--- src/hw/rtl/cls_pkg.sv ---
// Shared constants, command codes and control/status structs for the cursor list store.
package cls_pkg;

  localparam int CAPACITY = 16;
  localparam int DATA_W   = 32;
  localparam int CMD_W    = 3;
  localparam int LEN_W    = 5;
  localparam int SEL_W    = 2;

  localparam logic [CMD_W-1:0] CMD_INSERT   = 3'd0;
  localparam logic [CMD_W-1:0] CMD_APPEND   = 3'd1;
  localparam logic [CMD_W-1:0] CMD_REMOVE   = 3'd2;
  localparam logic [CMD_W-1:0] CMD_TO_START = 3'd3;
  localparam logic [CMD_W-1:0] CMD_TO_END   = 3'd4;
  localparam logic [CMD_W-1:0] CMD_PREV     = 3'd5;
  localparam logic [CMD_W-1:0] CMD_NEXT     = 3'd6;
  localparam logic [CMD_W-1:0] CMD_CLEAR    = 3'd7;

  // Read address select.
  localparam logic [SEL_W-1:0] RD_IDX_M1  = 2'd0;
  localparam logic [SEL_W-1:0] RD_IDX_P1  = 2'd1;
  localparam logic [SEL_W-1:0] RD_CURSOR  = 2'd2;

  // Write address and data select.
  localparam logic [SEL_W-1:0] WR_SHIFT     = 2'd0;
  localparam logic [SEL_W-1:0] WR_AT_CURSOR = 2'd1;
  localparam logic [SEL_W-1:0] WR_AT_END    = 2'd2;

  typedef struct packed {
    logic             latch_in;
    logic             set_rej;
    logic             cur_zero;
    logic             cur_end;
    logic             cur_dec;
    logic             cur_inc;
    logic             clear;
    logic             idx_from_count;
    logic             idx_from_cursor;
    logic             idx_dec;
    logic             idx_inc;
    logic             rd_en;
    logic [SEL_W-1:0] rd_sel;
    logic             wr_en;
    logic [SEL_W-1:0] wr_sel;
    logic             count_inc;
    logic             count_dec;
    logic             take_rem;
    logic             load_out;
  } cls_ctrl_t;

  typedef struct packed {
    logic [CMD_W-1:0] cmd;
    logic             full;
    logic             at_end;
    logic             at_start;
    logic             ins_more;
    logic             rem_first;
    logic             rem_more;
    logic             out_busy;
  } cls_stat_t;

endpackage

--- src/hw/rtl/cls_ram.sv ---
// Generic single-write, single-read RAM with registered read data.
module cls_ram #(
  parameter int WIDTH = 32,
  parameter int DEPTH = 16
) (
  input  logic                     clk,
  input  logic                     we,
  input  logic [$clog2(DEPTH)-1:0] waddr,
  input  logic [WIDTH-1:0]         wdata,
  input  logic                     re,
  input  logic [$clog2(DEPTH)-1:0] raddr,
  output logic [WIDTH-1:0]         rdata
);

  logic [WIDTH-1:0] mem [DEPTH];

  always_ff @(posedge clk) begin
    if (we) begin
      mem[waddr] <= wdata;
    end
    if (re) begin
      rdata <= mem[raddr];
    end
  end

endmodule

--- src/hw/rtl/cls_datapath.sv ---
// Datapath of the cursor list store: element memory, count, cursor, index and result registers.
module cls_datapath #(
  parameter int CAPACITY = cls_pkg::CAPACITY
) (
  input  logic                              clk,
  input  logic                              rst,
  input  cls_pkg::cls_ctrl_t                ctrl,
  output cls_pkg::cls_stat_t                stat,
  input  logic [cls_pkg::CMD_W-1:0]         command,
  input  logic signed [cls_pkg::DATA_W-1:0] element_in,
  output logic                              out_valid,
  input  logic                              out_stall,
  output logic signed [cls_pkg::DATA_W-1:0] removed_value,
  output logic                              removed_valid,
  output logic signed [cls_pkg::DATA_W-1:0] current_value,
  output logic                              current_valid,
  output logic [cls_pkg::LEN_W-1:0]         length_now,
  output logic [cls_pkg::LEN_W-1:0]         position_now,
  output logic                              rejected
);

  localparam int CW = $clog2(CAPACITY + 1);
  localparam int AW = $clog2(CAPACITY);

  logic [cls_pkg::CMD_W-1:0]  cmd_q;
  logic [cls_pkg::DATA_W-1:0] val_q;
  logic [CW-1:0]              count;
  logic [CW-1:0]              cursor;
  logic [CW-1:0]              idx;
  logic [cls_pkg::DATA_W-1:0] rem_value_w;
  logic                       rem_valid_w;
  logic                       rej_w;

  logic [CW-1:0]              rd_pos;
  logic [CW-1:0]              wr_pos;
  logic [cls_pkg::DATA_W-1:0] wr_data;
  logic [cls_pkg::DATA_W-1:0] rdata;
  logic                       cur_on_elem;

  always_comb begin
    case (ctrl.rd_sel)
      cls_pkg::RD_IDX_M1: rd_pos = idx - CW'(1);
      cls_pkg::RD_IDX_P1: rd_pos = idx + CW'(1);
      default:            rd_pos = cursor;
    endcase
    case (ctrl.wr_sel)
      cls_pkg::WR_SHIFT: begin
        wr_pos  = idx;
        wr_data = rdata;
      end
      cls_pkg::WR_AT_CURSOR: begin
        wr_pos  = cursor;
        wr_data = val_q;
      end
      default: begin
        wr_pos  = count;
        wr_data = val_q;
      end
    endcase
  end

  cls_ram #(
    .WIDTH(cls_pkg::DATA_W),
    .DEPTH(CAPACITY)
  ) u_ram (
    .clk  (clk),
    .we   (ctrl.wr_en),
    .waddr(wr_pos[AW-1:0]),
    .wdata(wr_data),
    .re   (ctrl.rd_en),
    .raddr(rd_pos[AW-1:0]),
    .rdata(rdata)
  );

  assign cur_on_elem = (cursor < count);

  always_comb begin
    stat.cmd       = cmd_q;
    stat.full      = (count == CW'(CAPACITY));
    stat.at_end    = !cur_on_elem;
    stat.at_start  = (cursor == '0);
    stat.ins_more  = ({1'b0, idx} > ({1'b0, cursor} + (CW+1)'(1)));
    stat.rem_first = (({1'b0, cursor} + (CW+1)'(1)) < {1'b0, count});
    stat.rem_more  = (({1'b0, idx} + (CW+1)'(2)) < {1'b0, count});
    stat.out_busy  = out_valid && out_stall;
  end

  always_ff @(posedge clk) begin
    if (rst) begin
      count  <= '0;
      cursor <= '0;
    end else begin
      if (ctrl.clear) begin
        count  <= '0;
        cursor <= '0;
      end else begin
        if (ctrl.count_inc) begin
          count <= count + CW'(1);
        end else if (ctrl.count_dec) begin
          count <= count - CW'(1);
        end
        if (ctrl.cur_zero) begin
          cursor <= '0;
        end else if (ctrl.cur_end) begin
          cursor <= count;
        end else if (ctrl.cur_dec) begin
          cursor <= cursor - CW'(1);
        end else if (ctrl.cur_inc) begin
          cursor <= cursor + CW'(1);
        end
      end
    end
  end

  always_ff @(posedge clk) begin
    if (ctrl.latch_in) begin
      cmd_q       <= command;
      val_q       <= element_in;
      rem_value_w <= '1;
      rem_valid_w <= 1'b0;
      rej_w       <= 1'b0;
    end else begin
      if (ctrl.set_rej) begin
        rej_w <= 1'b1;
      end
      if (ctrl.take_rem) begin
        rem_value_w <= rdata;
        rem_valid_w <= 1'b1;
      end
    end
    if (ctrl.idx_from_count) begin
      idx <= count;
    end else if (ctrl.idx_from_cursor) begin
      idx <= cursor;
    end else if (ctrl.idx_dec) begin
      idx <= idx - CW'(1);
    end else if (ctrl.idx_inc) begin
      idx <= idx + CW'(1);
    end
  end

  // Result register; the controller loads it only once the previous item has left.
  always_ff @(posedge clk) begin
    if (rst) begin
      out_valid <= 1'b0;
    end else if (ctrl.load_out) begin
      out_valid <= 1'b1;
    end else if (out_valid && !out_stall) begin
      out_valid <= 1'b0;
    end
  end

  always_ff @(posedge clk) begin
    if (ctrl.load_out) begin
      removed_value <= rem_value_w;
      removed_valid <= rem_valid_w;
      current_value <= cur_on_elem ? rdata : '0;
      current_valid <= cur_on_elem;
      length_now    <= cls_pkg::LEN_W'({{cls_pkg::LEN_W{1'b0}}, count});
      position_now  <= cls_pkg::LEN_W'({{cls_pkg::LEN_W{1'b0}}, cursor});
      rejected      <= rej_w;
    end
  end

endmodule

--- src/hw/rtl/cls_controller.sv ---
// Controller state machine that sequences each command of the cursor list store.
module cls_controller (
  input  logic               clk,
  input  logic               rst,
  input  logic               in_valid,
  output logic               in_stall,
  input  cls_pkg::cls_stat_t stat,
  output cls_pkg::cls_ctrl_t ctrl
);

  localparam logic [3:0] S_IDLE     = 4'd0;
  localparam logic [3:0] S_DECIDE   = 4'd1;
  localparam logic [3:0] S_UP_RD    = 4'd2;
  localparam logic [3:0] S_UP_WR    = 4'd3;
  localparam logic [3:0] S_PUT      = 4'd4;
  localparam logic [3:0] S_REM_WAIT = 4'd5;
  localparam logic [3:0] S_DN_RD    = 4'd6;
  localparam logic [3:0] S_DN_WR    = 4'd7;
  localparam logic [3:0] S_DEC      = 4'd8;
  localparam logic [3:0] S_CUR_RD   = 4'd9;
  localparam logic [3:0] S_CUR_WAIT = 4'd10;

  logic [3:0] state;
  logic [3:0] state_next;

  assign in_stall = (state != S_IDLE);

  always_comb begin
    state_next  = state;
    ctrl        = '0;
    ctrl.rd_sel = cls_pkg::RD_CURSOR;
    ctrl.wr_sel = cls_pkg::WR_SHIFT;
    case (state)
      S_IDLE: begin
        if (in_valid) begin
          ctrl.latch_in = 1'b1;
          state_next    = S_DECIDE;
        end
      end
      S_DECIDE: begin
        state_next = S_CUR_RD;
        case (stat.cmd)
          cls_pkg::CMD_INSERT: begin
            if (stat.full) begin
              ctrl.set_rej = 1'b1;
            end else begin
              ctrl.idx_from_count = 1'b1;
              state_next = stat.at_end ? S_PUT : S_UP_RD;
            end
          end
          cls_pkg::CMD_APPEND: begin
            if (stat.full) begin
              ctrl.set_rej = 1'b1;
            end else begin
              ctrl.wr_en     = 1'b1;
              ctrl.wr_sel    = cls_pkg::WR_AT_END;
              ctrl.count_inc = 1'b1;
            end
          end
          cls_pkg::CMD_REMOVE: begin
            if (!stat.at_end) begin
              ctrl.rd_en           = 1'b1;
              ctrl.rd_sel          = cls_pkg::RD_CURSOR;
              ctrl.idx_from_cursor = 1'b1;
              state_next           = S_REM_WAIT;
            end
          end
          cls_pkg::CMD_TO_START: ctrl.cur_zero = 1'b1;
          cls_pkg::CMD_TO_END:   ctrl.cur_end  = 1'b1;
          cls_pkg::CMD_PREV:     ctrl.cur_dec  = !stat.at_start;
          cls_pkg::CMD_NEXT:     ctrl.cur_inc  = !stat.at_end;
          default:               ctrl.clear    = 1'b1;
        endcase
      end
      // Insert: move elements up one place, from the end down to the cursor.
      S_UP_RD: begin
        ctrl.rd_en  = 1'b1;
        ctrl.rd_sel = cls_pkg::RD_IDX_M1;
        state_next  = S_UP_WR;
      end
      S_UP_WR: begin
        ctrl.wr_en   = 1'b1;
        ctrl.wr_sel  = cls_pkg::WR_SHIFT;
        ctrl.idx_dec = 1'b1;
        state_next   = stat.ins_more ? S_UP_RD : S_PUT;
      end
      S_PUT: begin
        ctrl.wr_en     = 1'b1;
        ctrl.wr_sel    = cls_pkg::WR_AT_CURSOR;
        ctrl.count_inc = 1'b1;
        state_next     = S_CUR_RD;
      end
      // Remove: keep the element, then move later elements down one place.
      S_REM_WAIT: begin
        ctrl.take_rem = 1'b1;
        state_next    = stat.rem_first ? S_DN_RD : S_DEC;
      end
      S_DN_RD: begin
        ctrl.rd_en  = 1'b1;
        ctrl.rd_sel = cls_pkg::RD_IDX_P1;
        state_next  = S_DN_WR;
      end
      S_DN_WR: begin
        ctrl.wr_en   = 1'b1;
        ctrl.wr_sel  = cls_pkg::WR_SHIFT;
        ctrl.idx_inc = 1'b1;
        state_next   = stat.rem_more ? S_DN_RD : S_DEC;
      end
      S_DEC: begin
        ctrl.count_dec = 1'b1;
        state_next     = S_CUR_RD;
      end
      S_CUR_RD: begin
        ctrl.rd_en  = 1'b1;
        ctrl.rd_sel = cls_pkg::RD_CURSOR;
        state_next  = S_CUR_WAIT;
      end
      S_CUR_WAIT: begin
        if (!stat.out_busy) begin
          ctrl.load_out = 1'b1;
          state_next    = S_IDLE;
        end
      end
      default: state_next = S_IDLE;
    endcase
  end

  always_ff @(posedge clk) begin
    if (rst) begin
      state <= S_IDLE;
    end else begin
      state <= state_next;
    end
  end

endmodule

--- src/hw/rtl/cursor_list_store.sv ---
// Top level of the cursor list store: controller and datapath.
// Each item passes the decide state, a read at the cursor and the wait for the result register.
// Cursor moves, clear, append, a refused insert or append and a remove at the end add nothing;
// insert adds the moves and a put, a remove that deletes adds a keep, the moves and a decrement
// (each move is a read, then a write). A new item is taken only once the last result is loaded,
// so the next item is taken while a result waits. Reset clears the length, the cursor, the
// controller and the result valid; elements are not cleared and unwritten ones reach no result.
module cursor_list_store #(
  parameter int CAPACITY = cls_pkg::CAPACITY
) (
  input  logic                              clk,
  input  logic                              rst,
  input  logic                              in_valid,
  output logic                              in_stall,
  input  logic [cls_pkg::CMD_W-1:0]         command,
  input  logic signed [cls_pkg::DATA_W-1:0] element_in,
  output logic                              out_valid,
  input  logic                              out_stall,
  output logic signed [cls_pkg::DATA_W-1:0] removed_value,
  output logic                              removed_valid,
  output logic signed [cls_pkg::DATA_W-1:0] current_value,
  output logic                              current_valid,
  output logic [cls_pkg::LEN_W-1:0]         length_now,
  output logic [cls_pkg::LEN_W-1:0]         position_now,
  output logic                              rejected
);

  cls_pkg::cls_ctrl_t ctrl;
  cls_pkg::cls_stat_t stat;

  cls_controller u_ctrl (
    .clk     (clk),
    .rst     (rst),
    .in_valid(in_valid),
    .in_stall(in_stall),
    .stat    (stat),
    .ctrl    (ctrl)
  );

  cls_datapath #(
    .CAPACITY(CAPACITY)
  ) u_dp (
    .clk          (clk),
    .rst          (rst),
    .ctrl         (ctrl),
    .stat         (stat),
    .command      (command),
    .element_in   (element_in),
    .out_valid    (out_valid),
    .out_stall    (out_stall),
    .removed_value(removed_value),
    .removed_valid(removed_valid),
    .current_value(current_value),
    .current_valid(current_valid),
    .length_now   (length_now),
    .position_now (position_now),
    .rejected     (rejected)
  );

endmodule

--- config.mk ---
export PLATFORM = sky130hd
export DESIGN_NAME = cursor_list_store
export DESIGN_NICKNAME = d
export VERILOG_FILES = /design/src/hw/rtl/cls_pkg.sv /design/src/hw/rtl/cls_ram.sv /design/src/hw/rtl/cls_datapath.sv /design/src/hw/rtl/cls_controller.sv /design/src/hw/rtl/cursor_list_store.sv
export SDC_FILE = /design/constraint.sdc
export NUM_CORES = 1
export LEC_CHECK = 0
export BUFFER_PORTS_ARGS = -buffer_cell sky130_fd_sc_hd__buf_2
export CAP_MARGIN = 10
export CELL_PAD_IN_SITES_DETAIL_PLACEMENT = 2
export CELL_PAD_IN_SITES_GLOBAL_PLACEMENT = 2
export CORE_ASPECT_RATIO = 0.6
export CORE_MARGIN = 2
export CORE_UTILIZATION = 23
export CTS_BUF_LIST = sky130_fd_sc_hd__clkbuf_4 sky130_fd_sc_hd__clkbuf_8
export DETAILED_ROUTE_END_ITERATION = 8
export GPL_TIMING_DRIVEN = 0
export PLACE_DENSITY = 0.51
export RECOVER_POWER = 50
export SLEW_MARGIN = 20
export SYNTH_ARGS = -nofsm -noshare
export SYNTH_HDL_FRONTEND = slang
export SYNTH_SLANG_ARGS = --single-unit
--- constraint.sdc ---
create_clock -name clk -period 6 [get_ports clk]
set_input_delay 0.6 -clock clk [delete_from_list [all_inputs] [get_ports clk]]
set_output_delay 0.6 -clock clk [all_outputs]
set_load 0.03 [all_outputs]
After elaboration in Yosys (flattened, before gate mapping)
Memories as Yosys holds them, arrays and structs flattened. A register that Yosys moved wholly into a read port is not among the register bits.
Cells that the tools add are included.
Storage, ports and cells
  output and inout bits: 79
  memories: 1
  word-level logic and storage cells: 125
  memory bits (writable): 512
  register bits: 166
Cells by class
  magnitude comparators: 4
  muxes and demuxes: 53
  eq/ne operators: 21
  reduce and logical (&&, ||, !) cells: 21
  $add $sub $neg: 8
Memories
  u_dp.u_ram.mem: depth 16, bits a word 32, rd ports 1, clocked after memory_dff 1, write ports 1, line cls_ram.sv:15  | logic [WIDTH-1:0] mem [DEPTH];
Operator list (number)
  $mux W5: 9
  $pmux W4 S10: 1
  $mux W32: 1
  $mux W4: 8
  $pmux W4 S2: 3
  $mux W1: 23
  $eq A4 B3 Y1 const B: 4
  $add A5 B1 Y5 const B: 3
  $sub A5 B1 Y5 const B: 3
  $eq A4 B4 Y1 const B: 3
  $lt A6 B5 Y1: 2
  $mux W3: 4
  $pmux W3 S4: 1
  $eq A3 B3 Y1 const B: 3
  $pmux W3 S3: 1
  $eq A4 B2 Y1 const B: 2
  $mux W8: 1
  $reduce_bool A4 Y1: 2
  $reduce_or A2 Y1: 4
  $reduce_or A7 Y1: 1
  $add A5 B1 Y6 const B: 1
  $add A5 B2 Y6 const B: 1
  $eq A3 B2 Y1 const B: 2
  $gt A5 B6 Y1: 1
  other kinds (17): 23

Longest topological paths before layout
Gate-level depths: netlist of run 1.
  depth after elaboration: 7
  mapped depth: 13
  gate-level depth less buffers: 12

Modules after synthesis
Synthesis of run 1 repeated with hierarchy kept, for this count alone.
Second synthesis, totals
  cells, all modules: 1453
  area total of the unflattened synthesis: 27886.7 um^2
By module, submodules not included
  cls_ram: seq. area each 16335.7 um^2, cells each 838, area each 20155.6 um^2, times used 1
  cls_datapath: seq. area each 4414.2 um^2, cells each 536, area each 7229.4 um^2, times used 1
  cls_controller: seq. area each 80.1 um^2, cells each 79, area each 501.7 um^2, times used 1

Least setup slack after synthesis of run 1
OpenSTA, ideal clock, no wires.
  path type: register to register
  from: reg u_ctrl.state[3]
  to: reg u_dp.current_valid (enable)
  setup slack: 732 ps
  stages on the path, launching flop included: 5
  data arrival time: 4730 ps
  setup time: 538 ps
  path through: dfxtp_1 clkbuf_1 nor2b_1 nand2_1 a21oi_1
RTL lines
  start: declaration: line cls_controller.sv:23  | logic [3:0] state;
  start signal: assignment: line cls_controller.sv:132  | state <= state_next;
  end signal: assignment: line cls_datapath.sv:158  | current_valid <= cur_on_elem;
  end: declaration: line cls_datapath.sv:16  | output logic current_valid,

Worst setup path after layout of run 1
  from: reg u_ctrl.state[2]
  to: mem u_dp.u_ram.mem[6][8] (enable)
On the way
  word-level cells in the longest chain between the ends: 5
  elaborated cells between the ends (all ways): 11
  those cells by class: 5 x eq/ne; 4 x mux; 2 x reduce/logical
RTL lines
  $eq A4 B2 Y1 or $eq A4 B3 Y1 (tied branches): line cls_controller.sv:33  | case (state)
  $reduce_or A2 Y1 (no line)
  $pmux W3 S3 (*): line cls_controller.sv:33
  $eq A2 B1 Y1 (tied with other cells): line cls_datapath.sv:46  | case (ctrl.wr_sel)
  $pmux W4 S2 or $mux W1 (tied branches): line cls_datapath.sv:46, cls_ram.sv:19
  end: declaration: line cls_ram.sv:15
Every way passes the cells marked *; elsewhere a longest branch is shown, timed or not.

==> qor.csv, run 1 <==
metric,value,unit
library cells used by synthesis,61,
max-slew violation count,51,
Via Count,18240,
antenna-violating nets left,0,
DRC,0,
area delta synth->final,20.55,%
Post-synth EDFFs,661,
core box area,121400,sq um
slew margin rel.,-56.48,%
FP Rows,99,
syn nets,1978,
gr ovfl total,0,
total CTS buffers,111,
Tot Pwr,15.71,mW
Tightest Pin Transition,2.347,ns
cts repair resizes,0,
I/O Buffers,117,
first-pass GRT wire length,142800,microns
"FF+latch count, synth",710,
Final min period,5.223,ns
Final Util,27.90,%
Skew-Pair Late Insertion Delay,0.83,ns
Worst Clk Skew,0.04145,ns
Post-synth ARST share,0,%
Post-Syn Area,28090,sq um
Synth top area share,70.65,%
clock tree buffer depth,3,
Starting Density,23.14,%
Iteration-0 DRC Markers,1554,
Reg area,20830,sq um
final hold vios,0,
All-Layer GR Usage,15.93,%
failing checks,"capacitance limit, slew limit",
most frequent cells in the layout,"661 x edfxtp_1, 322 x nand2_1, 179 x clkbuf_1",
Post CTS Setup Buffer Count,0,
Pre-antenna DRT Iters,5,
YS warnings,0,
Main synth FF type,edfxtp_1,
status,"finished, violations left",
register area share after synthesis,74.15,%
GP Congestion,0.7679,
initial antenna violation count,3,
drt total wl,100100,microns
root buffer cell,clkbuf_8,
layout filler cell count,12820,
die span in x,455.2,microns
cts hold-fix bufs,35,
clock sinks,710,
setup violators final,0,
WHS,0.1301,ns
die height,274.7,microns
Hold Path Class,input port to flop,
clk slew on worst S/H paths,0.07,ns
CTS tree,done,
Routed WL per cell,25.49,microns
critical path peak fanout,10,
H-tree levels,3,
largest cells by area after synthesis,"edfxtp_1 71%, mux2i_1 4.9%, nand2_1 4.3%",
"most common cell after layout, fill and taps aside",edfxtp_1,
maximum VDD drop,0.1963,mV
CP required,6.53,ns
I/O pins,118,
PwrDens,463.8,nW/um^2
Crit Path Category,flop to flop,
Fmax,0.1914,GHz
crit start category,flop,
cell taking the most area after synthesis,edfxtp_1,
layout cells sized above 1,12.36,%
Multi-input gate area,6711,sq um
largest net degree at the start of global routing,25,
Critical Path End Type,flop,
cell count after synthesis,1907,
vias in the first global route,19540,
DR vias/cell,4.644,
hpwl dp,71790,microns
DIE AREA,125000,sq um
leak pwr,11.14,nW
mean area per synthesized cell,14.73,sq um
fin nets,2284,
RSZ-0062 raised after global routing,false,
"Arr. time, crit path",5.75,ns
Final Cycle Share,87.06,%
max cap viols,3,
==> cell type report <==
class,count,area share (%)
inverters,22,0.2475
flip-flops and latches,710,61.50
well taps,1616,5.970
multi-input cells,1056,19.82
plain buffers,119,1.445
diodes,6,0.04433
clock inverters,52,0.8977
clock buffers,154,5.723
repair buffers,193,4.352
==> flip-flops by register name (all words and copies together) (netlist names), 32 cells and up <==
name / count
u_dp.rem_value_w: 32
u_dp.current_value: 32
u_dp.removed_value: 32
u_dp.val_q: 32
u_dp.u_ram.mem: 512
u_dp.u_ram.rdata: 32
==> power by group <==
part           switching [mW]  total (mW)  internal [mW]
Combinational            3.49        4.69           1.20
Sequential              0.280        6.77           6.49
Clock                    2.07        4.25           2.18
==> through the flow <==
stage / cells / setup WS (ns) / TNS [ns] / instance area, sq um
6_report: 3928 / 0.7767 / 0 / 33870
2_1_floorplan: 1907 / 0.7317 / 0 / 28090
5_1_grt: 3924 / 0.6550 / 0 / 33860
4_1_cts: 3922 / 1.542 / 0 / 34250
3_5_place_dp: 3681 / 1.581 / 0 / 31660
3_3_place_gp: 3640 / -3.119 / -521.81 / 30700
==> worst max-delay path, cell delays in order (launching register included) <==
cell      delay [ns]
dfxtp_1         0.30
clkbuf_1        0.21
nor4b_2         0.75
nand2_1         0.29
o21ai_0         0.44
inv_1           0.21
clkbuf_1        0.43
a211oi_1        1.79
buf_6           0.34
buf_6           0.17
==> final timing paths <==
kind	start	depth (start not counted)	slack, ns	endpoint
setup / recovery	u_ctrl.state[2]$_SDFFE_PP0P_	9	0.78	u_dp.u_ram.mem[6][8]$_DFFE_PP_
hold / removal	out_stall	3	0.13	u_dp.out_valid$_SDFFE_PP0P_
setup reg to reg	u_ctrl.state[2]$_SDFFE_PP0P_	9	0.78	u_dp.u_ram.mem[6][8]$_DFFE_PP_
hold reg to reg	u_dp.rem_valid_w$_SDFFE_PP0P_	0	0.43	u_dp.removed_valid$_DFFE_PP_
==> synthesized netlist by cell type, types with 2 or more instances <==
library cell,count
o21ai_0,10
xnor2_1,14
nor2_1,51
a221oi_1,128
a21o_1,7
fa_1,2
and2_1,35
or3_1,2
nor3_1,6
o32a_1,3
dfxtp_1,49
a21oi_1,154
or2_2,2
a211oi_1,6
ha_1,30
nand2_1,322
edfxtp_1,661
nor4_1,5
buf_2,41
nand2b_1,5
or4_1,32
o21ai_1,2
o22a_1,2
o22ai_1,2
o32ai_1,2
buf_1,6
mux2i_1,138
clkbuf_1,71
nor2b_1,7
inv_1,22
a2111oi_0,3
nand3_1,42
a31oi_1,7
xor2_1,7
nor3b_1,4
nand4_1,2
==> layer usage <==
metal | part of all wire (%) | up-vias | wire length, microns | GRT usage, %
li1 | - | 7948 | - | -
met1 | 52 | 9716 | 51930 | 24.50
met2 | 41 | 455 | 41420 | 22.80
met3 | 5.1 | 124 | 5081 | 3.047
met4 | 1.7 | 0 | 1688 | 3.596
met5 | 0 | - | 0 | 0
==> kinds of logic after synthesis <==
| kind of cell | count (synthesis) | synth area share (%) |
|---|---|---|
| AO/OA/AOI/OAI | 342 | 8.315 |
| XOR/XNOR | 21 | 0.6547 |
| adder cells (fa/ha/maj) | 32 | 1.479 |
| buffers and inverters | 141 | 2.071 |
| flip-flops | 710 | 74.15 |
| multiplexers | 139 | 4.957 |
| AND/OR/NAND/NOR | 522 | 8.377 |
No activity file was read; power rests on OpenSTA's default activity.
==> inputs of run 2 (changes only) <==
--- a/config.mk
+++ b/config.mk
@@ -9,7 +9,6 @@
 export CAP_MARGIN = 10
 export CELL_PAD_IN_SITES_DETAIL_PLACEMENT = 2
 export CELL_PAD_IN_SITES_GLOBAL_PLACEMENT = 2
-export CORE_ASPECT_RATIO = 0.6
 export CORE_MARGIN = 2
 export CORE_UTILIZATION = 23
 export CTS_BUF_LIST = sky130_fd_sc_hd__clkbuf_4 sky130_fd_sc_hd__clkbuf_8
==> run 2 against run 1 <==
  * The flow still finishes with violations (capacitance limit, slew limit)
  * Largest power group unchanged
  * Count of clock-buffer cells in the layout up 30
  * Clock power up 11%
  * Final cell count up 0.61%
  * Clock skew up 0.014 ns
  * Global-route usage down 0.58 points
  * Critical endpoint is now u_dp.u_ram.mem[8][12]$_DFFE_PP_
  * First-iteration DRC count down 24%
  * Largest cell class unchanged
  * Critical path type unchanged
  * Cell area up 0.87%
  * Core utilization up 0.20 points
  * Register-to-register slack better by 0.28 ns
  * Sequential power up 1%
==> qor.csv, run 2 (synthesized netlist as in run 1, its figures left out) <==
metric,value,unit
die span in x,353.5,microns
Hold Path Stages,2,
crit start category,flop,
Hold Path Class,input port to flop,
drt total wl,96260,microns
r2r endpoint,u_dp.u_ram.mem[8][12]$_DFFE_PP_,
setup ws final,1.053,ns
largest net degree at the start of global routing,33,
r2r setup slk,1.05,ns
Final min period,4.947,ns
"Arr. time, crit path",5.33,ns
layout cells sized above 1,13.76,%
Worst R2R Start,u_dp.count[0]$_SDFFE_PP0P_,
critical path peak fanout,15,
Skew-Pair Late Insertion Delay,0.82,ns
clock tree buffer depth,3,
Starting Density,23.11,%
core box area,121600,sq um
Tightest Pin Transition,2.277,ns
All-Layer GR Usage,15.34,%
Crit Path Category,flop to flop,
clock sinks,710,
Worst Clk Skew,0.05578,ns
Top reg by flops,u_dp.u_ram.mem,
initial antenna violation count,4,
"most common cell after layout, fill and taps aside",edfxtp_1,
non-filler instance count after layout,3952,
DIE AREA,125000,sq um
Tot Pwr,16.00,mW
die height,353.5,microns
PwrDens,468.3,nW/um^2
H-tree levels,4,
status,"finished, violations left",
RSZ-0062 raised after global routing,false,
Critical Path End Type,flop,
first-pass GRT wire length,140100,microns
HP Start,rst,
final hold vios,0,
fin nets,2303,
hpwl dp,67910,microns
Pre-antenna DRT Iters,5,
I/O pins,118,
Routed WL per cell,24.36,microns
Fmax,0.2022,GHz
CTS tree,done,
leak pwr,11.31,nW
DR vias/cell,4.532,
FF-to-FF path depth,9,
most frequent cells in the layout,"661 x edfxtp_1, 322 x nand2_1, 174 x clkbuf_1",
pre-CTS WS,1.456,ns
antenna-violating nets left,0,
CP required,6.38,ns
Iteration-0 DRC Markers,1177,
setup violators final,0,
max cap viols,4,
clk slew on worst S/H paths,0.06,ns
area delta synth->final,21.61,%
GP Congestion,0.7484,
FP Rows,128,
maximum VDD drop,0.1851,mV
slew margin rel.,-52.18,%
DRC,0,
hold path endpoint,u_ctrl.state[1]$_SDFFE_PP0P_,
max reg flops,512,
setup_tns,0,ns
total CTS buffers,133,
failing checks,"capacitance limit, slew limit",
Via Count,17910,
Final Cycle Share,82.45,%
root buffer cell,clkbuf_8,
I/O Buffers,117,
placed insts,3687,
max-slew violation count,87,
vias in the first global route,20020,
gr ovfl total,0,
[run 2: cell types whose count changed in the layout (fill, tap and decap cells not counted), sizes merged]
| cell | previous run | this run |
|---|---|---|
| buf | 97 | 98 |
| clkbuf | 334 | 360 |
| clkinvlp | 2 | 5 |
| inv | 25 | 28 |
| bufinv | 2 | 3 |
| diode | 6 | 2 |
| clkinv | 45 | 30 |
[run 2: how the worst max path moves through the flow]
stage                                            start                               end  depth (start not counted)
final                       u_dp.count[0]$_SDFFE_PP0P_   u_dp.u_ram.mem[8][12]$_DFFE_PP_                          9
after global routing      u_ctrl.state[3]$_SDFFE_PP0P_  u_dp.removed_value[20]$_DFFE_PP_                          7
after CTS                   u_dp.count[0]$_SDFFE_PP0P_   u_dp.u_ram.mem[7][11]$_DFFE_PP_                         10
after detailed placement         u_dp.idx[0]$_DFFE_PP_    u_dp.u_ram.rdata[19]$_DFFE_PP_                         10
after global placement      u_dp.count[0]$_SDFFE_PP0P_   u_dp.u_ram.mem[7][14]$_DFFE_PP_                          7
after floorplan           u_ctrl.state[3]$_SDFFE_PP0P_      u_dp.current_valid$_DFFE_PP_                          4
[run 2: routing by layer]
| metal | part of all wire, % | GRT usage [%] | wire [microns] |
|---|---|---|---|
| met5 | 0 | 0 | 0 |
| met3 | 3.6 | 2.330 | 3497 |
| met1 | 45 | 19.90 | 43060 |
| met4 | 2.2 | 4.774 | 2160 |
| met2 | 49 | 26.29 | 47540 |
[run 2: area by class of cell]
cell class | instances | area, sq um
fill | 12770 | 87390
sequential | 710 | 20830
multi-input combinational | 1056 | 6716
clock buffer | 184 | 2263
tap | 1625 | 2033
timing repair buffer | 190 | 1391
buffer | 119 | 495.5
clock inverter | 44 | 344.1
inverter | 22 | 83.83
antenna | 2 | 5.005
[run 2: through the flow]
stage / util, % / area (sq um) / hold WS, ns
4_1_cts: 28.40 / 34520 / 0.01237
5_1_grt: 28.10 / 34160 / 0.07969
2_1_floorplan: - / 28090 / 0.4081
3_3_place_gp: 25.27 / 30710 / 0.4227
6_report: 28.10 / 34160 / 0.09918
3_5_place_dp: 25.97 / 31570 / 0.4185
[run 2: power breakdown]
| part | internal (mW) | total (mW) | switching, mW |
|---|---|---|---|
| combinational | 1.19 | 4.46 | 3.27 |
| clock | 2.58 | 4.70 | 2.13 |
| sequential | 6.50 | 6.84 | 0.345 |
[run 2: repair_timing]
| action | in CTS | in global routing |
|---|---|---|
| gates resized for setup | 0 | 0 |
| endpoints found under the hold margin | 35 | 0 |
| setup buffers | 0 | 0 |
| hold buffers | 35 | 0 |
[run 2: critical path, cell delays in order, from the launching register on]
cell      delay, ns
dfxtp_1        0.34
clkbuf_1       0.30
nor4_1         0.52
a21o_1         0.27
o21ai_0        0.34
clkbuf_2       0.51
o21ai_0        0.52
o211ai_1       0.31
nor2_1         0.25
clkbuf_1       1.12
